`config.mk`:
```
export PLATFORM = sky130hd
export DESIGN_NAME = scfd_controller
export DESIGN_NICKNAME = d
export VERILOG_FILES = /design/src/design/scfd_pkg.sv /design/src/design/scfd_controller.sv
export SDC_FILE = /design/constraint.sdc
export NUM_CORES = 1
export LEC_CHECK = 0
export BUFFER_PORTS_ARGS = -buffer_cell sky130_fd_sc_hd__buf_4
export CAP_MARGIN = 20
export CORE_MARGIN = 8
export CORE_UTILIZATION = 50
export CTS_BUF_LIST = sky130_fd_sc_hd__clkbuf_16
export DETAILED_ROUTE_END_ITERATION = 16
export PLACE_DENSITY = 0.91
export SLEW_MARGIN = 20
export SYNTH_ARGS = -nofsm -noshare
export SYNTH_HDL_FRONTEND = slang
export SYNTH_SLANG_ARGS = --single-unit
```
`constraint.sdc`:
```
create_clock -name aclk -period 3.7 [get_ports aclk]
set_input_delay 0.74 -clock aclk [delete_from_list [all_inputs] [get_ports aclk]]
set_output_delay 0.74 -clock aclk [all_outputs]
set_load 0.01 [all_outputs]
```
`src/design/scfd_pkg.sv`:
```
`timescale 1ns / 1ps
`default_nettype none
// ----------------------------------------------------------------------------
// scfd_pkg
// Shared constants and controller/datapath interface types for the frame
// dropping send queue.
// ----------------------------------------------------------------------------
package scfd_pkg;

    localparam int QUEUE_DEPTH = 64;
    localparam int MIN_FILL    = 5;
    localparam int ADDR_W      = $clog2(QUEUE_DEPTH);
    localparam int CNT_W       = $clog2(QUEUE_DEPTH + 1);

    localparam int TIME_W  = 48;
    localparam int META_W  = 20;
    localparam int ENTRY_W = TIME_W + META_W;
    localparam int THR_W   = 24;

    localparam logic [THR_W:0] P_MARGIN_USEC = 25'd200000;
    localparam logic [THR_W-1:0] BFRAME_RESET = 24'd700000;
    localparam logic [THR_W-1:0] PFRAME_RESET = 24'd900000;

    localparam logic [1:0] KIND_VIDEO = 2'd0;
    localparam logic [1:0] KIND_AUDIO = 2'd1;
    localparam logic [1:0] KIND_POP   = 2'd2;
    localparam logic [1:0] KIND_CLEAR = 2'd3;

    localparam logic [1:0] REG_BFRAME = 2'd0;
    localparam logic [1:0] REG_PFRAME = 2'd1;

    localparam int IN_TDATA_W  = 72;
    localparam int OUT_TDATA_W = 160;

    typedef struct packed {
        logic load;        // capture the input transaction
        logic scan_init;   // start a span check
        logic scan_run;    // walk the queue looking for a non-key video entry
        logic span_zero;   // too few entries: clear the reported span
        logic span_update; // publish the measured span
        logic purge_init;
        logic purge_run;
        logic purge_commit;
        logic pop_read;    // fetch the head entry
        logic finish;      // perform the operation and load the result register
        logic level_hi;    // 0: b-frame check (level 2), 1: p-frame check (level 3)
    } scfd_cmd_t;

    typedef struct packed {
        logic [1:0] kind;
        logic       fill_low;
        logic       scan_done;
        logic       found;
        logic       exceed;
        logic       purge_done;
        logic       out_free;
    } scfd_status_t;

endpackage : scfd_pkg
`default_nettype wire

```
`src/design/scfd_controller.sv`:
```
`timescale 1ns / 1ps
`default_nettype none
// ----------------------------------------------------------------------------
// scfd_controller
// Sequencer: accepts a transaction, runs both congestion checks for video,
// fetches the head for pops and hands the result to the output register.
// ----------------------------------------------------------------------------
module scfd_controller import scfd_pkg::*; (
    input  wire logic         aclk,
    input  wire logic         aresetn,
    input  wire logic         s_tvalid,
    output logic              s_tready,
    input  wire logic [1:0]   s_tuser,
    input  wire scfd_status_t status,
    output scfd_cmd_t         cmd
);

    typedef enum logic [7:0] {
        ST_IDLE   = 8'b0000_0001,
        ST_CHECK  = 8'b0000_0010,
        ST_SCAN   = 8'b0000_0100,
        ST_SPAN   = 8'b0000_1000,
        ST_PURGE  = 8'b0001_0000,
        ST_COMMIT = 8'b0010_0000,
        ST_POP    = 8'b0100_0000,
        ST_FINISH = 8'b1000_0000
    } state_t;

    state_t state_reg, state_next;
    logic   lvl_reg, lvl_next;

    assign s_tready = state_reg == ST_IDLE;

    always_comb begin
        state_next   = state_reg;
        lvl_next     = lvl_reg;
        cmd          = '0;
        cmd.level_hi = lvl_reg;
        unique case (state_reg)
            ST_IDLE: begin
                if (s_tvalid) begin
                    cmd.load = 1'b1;
                    lvl_next = 1'b0;
                    case (s_tuser)
                        KIND_VIDEO: state_next = ST_CHECK;
                        KIND_POP:   state_next = ST_POP;
                        default:    state_next = ST_FINISH;
                    endcase
                end
            end
            ST_CHECK: begin
                if (status.fill_low) begin
                    cmd.span_zero = 1'b1;
                    lvl_next      = 1'b1;
                    state_next    = lvl_reg ? ST_FINISH : ST_CHECK;
                end else begin
                    cmd.scan_init = 1'b1;
                    state_next    = ST_SCAN;
                end
            end
            ST_SCAN: begin
                cmd.scan_run = 1'b1;
                if (status.scan_done) begin
                    state_next = ST_SPAN;
                end
            end
            ST_SPAN: begin
                lvl_next   = 1'b1;
                state_next = lvl_reg ? ST_FINISH : ST_CHECK;
                if (status.found) begin
                    cmd.span_update = 1'b1;
                    if (status.exceed) begin
                        cmd.purge_init = 1'b1;
                        lvl_next       = lvl_reg;
                        state_next     = ST_PURGE;
                    end
                end
            end
            ST_PURGE: begin
                cmd.purge_run = 1'b1;
                if (status.purge_done) begin
                    state_next = ST_COMMIT;
                end
            end
            ST_COMMIT: begin
                cmd.purge_commit = 1'b1;
                lvl_next         = 1'b1;
                state_next       = lvl_reg ? ST_FINISH : ST_CHECK;
            end
            ST_POP: begin
                cmd.pop_read = 1'b1;
                state_next   = ST_FINISH;
            end
            ST_FINISH: begin
                if (status.out_free) begin
                    cmd.finish = 1'b1;
                    state_next = ST_IDLE;
                end
            end
            default: state_next = ST_IDLE;
        endcase
    end

    always_ff @(posedge aclk) begin
        if (!aresetn) begin
            state_reg <= ST_IDLE;
            lvl_reg   <= 1'b0;
        end else begin
            state_reg <= state_next;
            lvl_reg   <= lvl_next;
        end
    end

    a_purge_after_scan: assert property (@(posedge aclk) disable iff (!aresetn)
        (state_reg == ST_PURGE && $past(state_reg) != ST_PURGE) |-> $past(state_reg) == ST_SPAN)
        else $error("purge entered without a span check");
    a_accept_load: assert property (@(posedge aclk) disable iff (!aresetn)
        (s_tvalid && s_tready) |-> cmd.load)
        else $error("accepted transaction not captured");
    a_one_walk: assert property (@(posedge aclk) disable iff (!aresetn)
        !(cmd.scan_run && cmd.purge_run) && !(cmd.finish && cmd.purge_commit))
        else $error("conflicting datapath commands");

endmodule : scfd_controller
`default_nettype wire

```
== After elaboration in Yosys (flattened, before gate mapping) ==
Index checks and enable logic that the tools add are counted.
Cells by class
  add/subtract/negate cells: 0
  multipliers: 0
  divide/modulo/power cells: 0
  order comparisons: 0
  eq/ne operators: 15
  shift-type cells: 0
  muxes and demuxes: 30
  bitwise gates (word level): 0
  reduce and logical (&&, ||, !) cells: 4
Operators by type and width (number)
  $mux W8: 8
  $pmux W8 S8: 1
  $mux W1: 17
  $pmux W8 S2: 1
  $ne A2 B2 Y1 const B: 5
  $eq A8 B1 Y1 const B: 1
  $eq A8 B2 Y1 const B: 1
  $eq A8 B3 Y1 const B: 1
  $eq A8 B4 Y1 const B: 1
  $eq A8 B5 Y1 const B: 1
  $eq A8 B6 Y1 const B: 1
  $eq A8 B7 Y1 const B: 1
  $eq A8 B8 Y1 const B: 1
  $reduce_and A4 Y1: 2
  $mux W2: 2
  $pmux W1 S4: 1
  $reduce_bool A4 Y1: 1
  $ne A3 B3 Y1 const B: 1
  $eq A2 B2 Y1 const B: 1
  $logic_not A2 Y1: 1
Storage, ports and cells
  register bits: 9
  latch bits: 0
  bits in writable memories: 0
  ROM bits: 0
  input bits: 13
  output and inout port bits: 12
  memories: 0

== Longest topological paths before layout ==
Gate-level depths: netlist (run 1).
  depth after elaboration: 4
  depth in mapped cells: 6
  mapped depth without buffers: 5

== Worst setup path after synthesis (run 1) ==
OpenSTA, ideal clock, no wires.
  path kind: input to output
  from: in status[2] (netlist bit)
  to: out cmd[5] (netlist bit)
  arrival time: 1.163 ns
  required time: 2.960 ns
  setup slack: 1.797 ns
  cell stages on the path: 3
  path buffers: 0
  cells stage by stage: and3_2 > nand3_1 > inv_1
RTL lines
  start, declared: RTL line scfd_controller.sv:14  | input wire scfd_status_t status,
  end, declared: RTL line scfd_controller.sv:15  | output scfd_cmd_t cmd

==> impl_metrics.yaml, run 1 <==
global_route:
  antenna_found_initial: 0
  met1_usage_pct: 16.7
  grt_use_met2_pct: 25.8
  gr-usage-met3_pct: 3.36
  grt-ovfl-total: 0
  busiest_layer: "met2"
  grt_pass1_vias: 742
  grtUsageTotal_pct: 14.6
  grt_pass1_wl_mm: 3.24
  grt_max_degree: 11
placed_design:
  port_buffers: 22
  gp_congestion: 0.814
  post-place-ws_ns: 1.54
  placed_area_sq_um: 833
  dp_hpwl_mm: 1.46
timing:
  rsz0062_at_grt: "false"
  relSlewSlack_pct: 69.2
  timing_hold_violations_final: 0
  finalCritPeriodShare_pct: 65.4
  fin_skew_ns: 0.00185
  clock.fmax_ghz: 0.414
  finalSetupViolations: 0
  timing.final.ws_setup_ns: 1.28
  min_period_ns: 2.42
  finalMaxSlewViolations: 0
  setup_tns_ns: 0
  worst_pin_slew_ns: 0.458
logic_synthesis:
  netlist_instances: 87
  synth-edff-count: 0
  netlist_area_sq_um: 701
  postSynthAreaPerCell_sq_um: 8.05
  synthArstFlopShare_pct: 0
  synth_area_leaders: "dfxtp_1 (26%), nor2_1 (6.4%), inv_1 (4.8%)"
  synthFlopType: "dfxtp_1"
  yosysUniqueCellTypes: 35
  seq_area_frac_synth_pct: 25.7
  synth_top_area_cell: "dfxtp_1"
  yosysWarnings: 0
  synth_top_area_share_pct: 25.7
  syn-num-nets: 100
  ys_ff_latch: 9
floorplan:
  die_x_um: 53.4
  dieArea_sq_mm: 0.00286
  num_rows: 13
  die_y_um: 53.4
  initial_core_util_pct: 53.8
  coreArea_sq_mm: 0.00130
  num_io_pins: 25
routing:
  viasPerCell: 6.19
  num_vias: 743
  first_pass_iters: 4
  drt-total-wl_mm: 1.96
  wl_per_cell_um: 16.3
  drtAntennaViolNets: 0
  remaining_drc_errors: 0
  drt-initial-drc-count: 13
min_path:
  min_from: "lvl_reg"
  hp-class: "reg -> reg"
worst_setup_path:
  cp.arrival_ns: 1.68
  cp-start-kind: "flop"
  worst_ep_required_time_ns: 2.96
  rr_startpoint: "state_reg[2]"
  worstSetupStartpoint: "state_reg[4]"
  crit_fanout: 10
  end_kind: "output pin"
  crit_type: "reg -> out"
clocking:
  cts_hold_buf: 0
  clk_pin_slew_ns: 0.04
  clock_latency_ns: 0.23
  ctsResizeCount: 0
  cts.path.max_buffers: 2
  cts_setup_buffers: 0
  htreeDepth: 1
  cts.sink_count: 9
  cts_tree: "built"
  cts_buffers: 3
  cts_root_buffer: "clkbuf_16"
power_and_ir_drop:
  p_leak_nw: 0.417
  power_density_mw_per_mm2: 466
  peakVddDrop_mv: 0.355
finish:
  largest_register_ff_count: 8
  final_area_sq_um: 912
  syn2layout_area_growth_pct: 30.2
  n_antenna_cell: 0
  nNetsFinal: 119
  drive_above_1_share_pct: 32.4
job:
  maxCapViolations: 0
outcome:
  status: "finished, final reports clean"
metal layers:
metal | share of wire (%) | vias up
met5 | 0 | -
met4 | 1.3 | 0
met3 | 5.9 | 4
met2 | 49 | 29
met1 | 44 | 352
li1 | - | 358
cell usage in the layout, fill, tap and decap left out, types with 3 or more instances in the layout:
cell type / n
a21oi_1: 4
buf_4: 22
clkbuf_16: 3
dfxtp_1: 9
inv_1: 10
nand3_1: 3
nand4_1: 3
nor2_1: 12
nor3b_1: 4
metrics by stage:
stage	util [%]	total power [mW]	hold slack [ns]	instances
after floorplan	-	0.198	0.460	87
after global placement	64.0	0.230	0.488	116
after detailed placement	64.0	0.236	0.508	116
after CTS	70.1	0.424	0.517	120
after global routing	70.1	0.445	0.543	120
final	70.1	0.425	0.518	120
layout make-up:
| class | count | area [sq um] |
|---|---|---|
| Inverter | 9 | 33.8 |
| Fill cell | 110 | 389 |
| Sequential cell | 9 | 180 |
| Multi-Input combinational cell | 61 | 435 |
| Clock buffer | 3 | 75.1 |
| Tap cell | 15 | 18.8 |
| Timing Repair Buffer | 22 | 165 |
| Clock inverter | 1 | 3.75 |
cells in the mapped netlist (2+ instances only):
master,number
o211ai_1,2
o21ai_0,2
buf_4,2
nor3_1,2
inv_1,9
xor2_1,2
and4b_1,2
nand4_1,3
dfxtp_1,9
nand3_1,3
nand4b_1,2
buf_2,5
a211oi_1,2
a21oi_1,4
o2111ai_1,2
nor3b_1,4
nor4b_1,2
nor2_1,12
a31oi_1,2
kinds of logic (layout without fill, tap and decap cells):
family,count (synthesis),count (layout),synth area share (%)
buf+inv,17,35,12.1
xor+xnor,2,2,2.50
flops,9,9,25.7
compound gates,17,17,17.7
simple gates,42,42,42.0
final timing paths:
check,endpoint,slack [ns],cells past startpoint
worst min-delay path,lvl_reg,0.52,2
worst min register to register,lvl_reg,0.52,2
worst max-delay path,cmd[5],1.28,4
worst max register to register,state_reg[0],1.97,4
power by group:
part	switching [mW]	internal [mW]	total [mW]
combinational	0.0617	0.0540	0.116
sequential	0.0151	0.106	0.121
clock	0.0470	0.141	0.188
critical path, cell delays in order, from the launching register on:
cell and delay, ns:
dfxtp_1 0.40, nor4_2 0.51, nand3_1 0.30, inv_1 0.11, buf_4 0.12
No activity file was read; power rests on OpenSTA's default activity.
==> run 2: changes to the inputs <==
--- a/config.mk
+++ b/config.mk
@@ -5,13 +5,14 @@
 export SDC_FILE = /design/constraint.sdc
 export NUM_CORES = 1
 export LEC_CHECK = 0
+export ABC_AREA = 1
 export BUFFER_PORTS_ARGS = -buffer_cell sky130_fd_sc_hd__buf_4
 export CAP_MARGIN = 20
 export CORE_MARGIN = 8
-export CORE_UTILIZATION = 50
+export CORE_UTILIZATION = 44
 export CTS_BUF_LIST = sky130_fd_sc_hd__clkbuf_16
 export DETAILED_ROUTE_END_ITERATION = 16
-export PLACE_DENSITY = 0.91
+export PLACE_DENSITY = 0.84
 export SLEW_MARGIN = 20
 export SYNTH_ARGS = -nofsm -noshare
 export SYNTH_HDL_FRONTEND = slang
==> constraint.sdc (replaced) <==
create_clock -name aclk -period 2.1 [get_ports aclk]
set_input_delay 0.42 -clock aclk [delete_from_list [all_inputs] [get_ports aclk]]
set_output_delay 0.42 -clock aclk [all_outputs]
set_load 0.01 [all_outputs]
==> run 2 against run 1 <==
Combinational power is 110% higher. Critical path depth is 2 higher. Register-to-register slack worse by 1.2 ns. Final area is 15% higher. Sequential share of layout area is 2.6 points lower. Largest cell class unchanged.
==> impl_metrics.yaml, run 2 <==
outcome:
  status: "finished, final reports clean"
logic_synthesis:
  synthArstFlopShare_pct: 0
  syn-num-nets: 143
  synth_top_area_share_pct: 22.8
  postSynthAreaPerCell_sq_um: 6.07
  synth_most_common_cell: "nand2_1"
  synth-edff-count: 0
  seq_area_frac_synth_pct: 22.8
  netlist_area_sq_um: 790
  ys_ff_latch: 9
  yosysUniqueCellTypes: 21
  synth_area_leaders: "dfxtp_1 (23%), nand2_1 (16%), inv_1 (12%)"
  synthTopCellsByCount: "nand2_1 (33), inv_1 (25), nor2_1 (18), dfxtp_1 (9), nor2_4 (6)"
  netlist_instances: 130
  synth_top_area_cell: "dfxtp_1"
  synthFlopType: "dfxtp_1"
  yosysWarnings: 0
timing:
  relSlewSlack_pct: 83.6
  finalSetupViolations: 0
  finalCritPeriodShare_pct: 83.7
  fin_skew_ns: 0.000515
  rsz0062_at_grt: "false"
  setup_tns_ns: 0
  finalMaxSlewViolations: 0
  min_period_ns: 1.76
  timing_hold_violations_final: 0
  worst_pin_slew_ns: 0.243
  clock.fmax_ghz: 0.569
finish:
  nNetsFinal: 168
  final_common_cell: "nand2_1"
  drive_above_1_share_pct: 32.5
  mostFrequentLayoutCells: "nand2_1 (33), inv_1 (26), buf_4 (22)"
  final_area_sq_mm: 0.00105
  syn2layout_area_growth_pct: 33.0
  n_antenna_cell: 0
  instances_no_fill: 179
  largest_register_ff_count: 8
min_path:
  holdPathEnd: "state_reg[0]"
  hp-class: "in -> reg"
  whs_path_depth: 2
  min_from: "aresetn"
clocking:
  cts_hold_buf: 0
  cts.path.max_buffers: 2
  cts_tree: "built"
  cts_buffers: 3
  ctsResizeCount: 0
  clock_latency_ns: 0.23
  htreeDepth: 1
  cts_root_buffer: "clkbuf_16"
  clk_pin_slew_ns: 0.04
  cts_setup_buffers: 0
  cts.sink_count: 9
routing:
  wl_per_cell_um: 11.7
  drt-initial-drc-count: 29
  remaining_drc_errors: 0
  viasPerCell: 4.68
  drtAntennaViolNets: 0
  num_vias: 837
  first_pass_iters: 4
  drt-total-wl_mm: 2.10
placed_design:
  dp_hpwl_mm: 1.69
  gp_congestion: 0.862
  placed_area_sq_um: 971
  dp.cells: 175
  port_buffers: 22
worst_setup_path:
  reg2reg_slack_ns: 0.76
  worstSetupStartpoint: "state_reg[4]"
  crit_fanout: 4
  cp.arrival_ns: 1.34
  rr_startpoint: "state_reg[4]"
  crit_type: "reg -> out"
  r2r_cells: 10
  worst_ep_required_time_ns: 1.68
  r2r-end: "state_reg[1]"
  end_kind: "output pin"
  cp-start-kind: "flop"
power_and_ir_drop:
  peakVddDrop_mv: 0.576
  design_power_total_mw: 0.781
  p_leak_nw: 0.607
  power_density_mw_per_mm2: 744
floorplan:
  coreArea_sq_mm: 0.00171
  num_io_pins: 25
  dieArea_sq_mm: 0.00341
  initial_core_util_pct: 46.2
  num_rows: 15
  die_x_um: 58.4
  die_y_um: 58.4
global_route:
  grt_pass1_wl_mm: 3.50
  antenna_found_initial: 0
  grt_pass1_vias: 871
  grt-ovfl-total: 0
  grt_max_degree: 7
  grtUsageTotal_pct: 12.9
job:
  maxCapViolations: 0
-- run 2: how the worst max path moves through the flow --
stage | endpoint | slack [ns]
floorplan | cmd[10] | 0.72
global placement | cmd[5] | 0.63
detailed placement | cmd[5] | 0.61
CTS | cmd[5] | 0.35
global route | cmd[5] | 0.23
finish | cmd[5] | 0.34
-- run 2: cell type report --
type	count	area, sq um
Inverter	31	121
Sequential cell	9	180
Fill cell	151	658
Clock inverter	1	3.75
Multi-Input combinational cell	88	473
Clock buffer	3	75.1
Tap cell	25	31.3
Timing Repair Buffer	22	165
-- run 2: logic make-up after synthesis --
group,count (synthesis),share of synthesized area (%)
and+or+nand+nor,82,56.1
buffers and inverters,33,17.3
DFF,9,22.8
AOI/OAI and AO/OA,6,3.80
-- run 2: critical path, stage by stage (launching register included) --
cell,delay [ns]
dfxtp_1,0.35
nor2_4,0.16
nand2_4,0.10
nor2_1,0.16
nand2_1,0.13
inv_1,0.08
buf_4,0.11
-- run 2: where the power goes --
| part | switching, mW | total (mW) | leakage [nW] | internal [mW] |
|---|---|---|---|---|
| logic | 0.148 | 0.241 | 0.491 | 0.0931 |
| registers | 0.0202 | 0.206 | 0.0733 | 0.186 |
| clock network | 0.0847 | 0.334 | 0.0423 | 0.249 |
-- run 2: through the flow --
step	hold slack, ns	util, %	setup WS [ns]
global route	0.429	61.5	0.233
CTS	0.413	61.5	0.350
finish	0.414	61.5	0.342
detailed placement	0.544	56.8	0.606
floorplan	0.483	-	0.718
global placement	0.535	56.8	0.633
-- run 2: per-layer routing --
metal  vias up  routed length (um)  track usage [%]
met4         0                  46             6.99
li1        433                   -                -
met1       376                 812             12.6
met5         -                   0                0
met3         8                  71             1.30
met2        20                1170             25.7
==> run 3: changes to the inputs <==
--- a/config.mk
+++ b/config.mk
@@ -9,10 +9,10 @@
 export BUFFER_PORTS_ARGS = -buffer_cell sky130_fd_sc_hd__buf_4
 export CAP_MARGIN = 20
 export CORE_MARGIN = 8
-export CORE_UTILIZATION = 44
+export CORE_UTILIZATION = 49
 export CTS_BUF_LIST = sky130_fd_sc_hd__clkbuf_16
 export DETAILED_ROUTE_END_ITERATION = 16
-export PLACE_DENSITY = 0.84
+export PLACE_DENSITY = 0.88
 export SLEW_MARGIN = 20
 export SYNTH_ARGS = -nofsm -noshare
 export SYNTH_HDL_FRONTEND = slang
==> constraint.sdc (replaced) <==
create_clock -name aclk -period 1.7 [get_ports aclk]
set_input_delay 0.34 -clock aclk [delete_from_list [all_inputs] [get_ports aclk]]
set_output_delay 0.34 -clock aclk [all_outputs]
set_load 0.01 [all_outputs]
==> run 3 against run 2 <==
Clock power rose by 24%. Wire length rose by 1.5%. Combinational power rose by 25%. Sequential share of layout area rose by 0.32 points. Core utilization rose by 8.4 points. Cell count fell by 5.0%. Total power rose by 25%. Non-clock buffer count did not move. Final area rose by 0.24%. Register-to-register slack got worse by 0.40 ns. Clock-buffer cell count did not move. Sequential power rose by 27%. Largest cell class unchanged. Largest power group unchanged.
==> impl_metrics.yaml, run 3 (synthesis results as in run 2) <==
floorplan:
  num_io_pins: 25
  die_y_um: 56.1
  dieArea_sq_mm: 0.00315
  initial_core_util_pct: 52.4
  num_rows: 14
  die_x_um: 56.1
  coreArea_sq_mm: 0.00151
power_and_ir_drop:
  peakVddDrop_mv: 0.764
  p_leak_nw: 0.609
  power_density_mw_per_mm2: 928
timing:
  finalMaxSlewViolations: 0
  fin_skew_ns: 0.00427
  timing_hold_violations_final: 0
  finalCritPeriodShare_pct: 96.5
  worst_pin_slew_ns: 0.232
  hold-worst-slack_ns: 0.345
  min_period_ns: 1.64
  finalSetupViolations: 0
  relSlewSlack_pct: 84.4
  clock.fmax_ghz: 0.609
placed_design:
  gp_congestion: 0.900
  dp.cells: 166
  port_buffers: 22
  dp_hpwl_mm: 1.66
routing:
  wl_per_cell_um: 12.5
  num_vias: 856
  first_pass_iters: 4
  drtAntennaViolNets: 0
  drt-initial-drc-count: 32
  viasPerCell: 5.04
  drt-total-wl_mm: 2.13
  remaining_drc_errors: 0
clocking:
  clock_latency_ns: 0.24
  cts_hold_buf: 0
  cts_tree: "built"
  cts_setup_buffers: 0
  cts.path.max_buffers: 2
  ctsResizeCount: 0
  cts_root_buffer: "clkbuf_16"
  htreeDepth: 1
  cts.sink_count: 9
  cts_buffers: 3
  clk_pin_slew_ns: 0.04
finish:
  nNetsFinal: 168
  largest_register_ff_count: 8
  n_antenna_cell: 0
  final_common_cell: "nand2_1"
  mostFrequentLayoutCells: "nand2_1 (32), inv_1 (26), buf_4 (22)"
  syn2layout_area_growth_pct: 33.3
  drive_above_1_share_pct: 35.7
  instances_no_fill: 170
worst_setup_path:
  cp.arrival_ns: 1.30
  rr_startpoint: "state_reg[5]"
  crit_fanout: 4
  r2r-end: "state_reg[1]"
  end_kind: "output pin"
  reg2reg_slack_ns: 0.36
  worst_ep_required_time_ns: 1.36
  cp-start-kind: "flop"
  r2r_cells: 10
  crit_type: "reg -> out"
global_route:
  grt_max_degree: 7
  grt_pass1_wl_mm: 3.62
  antenna_found_initial: 0
  grt-ovfl-total: 0
  grtUsageTotal_pct: 14.3
  grt_pass1_vias: 849
min_path:
  hp-class: "in -> reg"
  holdPathEnd: "state_reg[6]"
  whs_path_depth: 3
  min_from: "s_tuser[1]"
outcome:
  status: "finished, final reports clean"
job:
  maxCapViolations: 0
## run 3: final cells by class
cell class              count  area (sq um)
clock buffers               3          75.1
clock inverters             1          3.75
fillers                   135           454
inverters                  31           121
multi-input cells          88           483
flip-flops and latches      9           184
well taps                  16          20.0
repair buffers             22           165
## run 3: critical path, stage by stage (launching register included)
cell     delay [ns]
dfxtp_1        0.34
nor2_4         0.16
nand2_4        0.10
nor2_2         0.15
nand2_1        0.12
inv_1          0.08
buf_4          0.11
## run 3: through the flow
stage | setup slack (ns) | util, % | setup TNS [ns] | instance area, sq um | total power, mW
final | 0.0589 | 69.9 | 0 | 1050 | 0.977
after global placement | 0.316 | 63.7 | 0 | 960 | 0.540
after global routing | -0.0136 | 69.9 | -0.0136 | 1050 | 1.04
after floorplan | 0.398 | - | 0 | 790 | 0.467
after detailed placement | 0.305 | 63.7 | 0 | 960 | 0.551
after CTS | 0.0263 | 68.9 | 0 | 1040 | 0.973
## run 3: worst max-delay path by stage
stage / startpoint / end / slack [ns] / cells past startpoint
final: state_reg[5] / cmd[5] / 0.06 / 6
after global routing: state_reg[6] / cmd[5] / -0.01 / 6
after CTS: state_reg[0] / cmd[5] / 0.03 / 6
after detailed placement: state_reg[0] / cmd[5] / 0.30 / 6
after global placement: state_reg[0] / cmd[5] / 0.32 / 6
after floorplan: state_reg[4] / cmd[10] / 0.40 / 5
## run 3: routing by layer
| metal | wire [um] | vias to the layer above | GRT usage [%] |
|---|---|---|---|
| li1 | - | 434 | - |
| met1 | 792 | 384 | 13.9 |
| met2 | 1090 | 28 | 23.9 |
| met3 | 138 | 10 | 5.25 |
| met4 | 110 | 0 | 11.0 |
| met5 | 0 | - | 0 |
## run 3: power by group
| part | internal, mW | leakage (nW) | switching, mW |
|---|---|---|---|
| Sequential | 0.232 | 0.0739 | 0.0299 |
| Combinational | 0.118 | 0.492 | 0.184 |
| Clock | 0.308 | 0.0423 | 0.106 |
| Total | 0.657 | 0.609 | 0.320 |
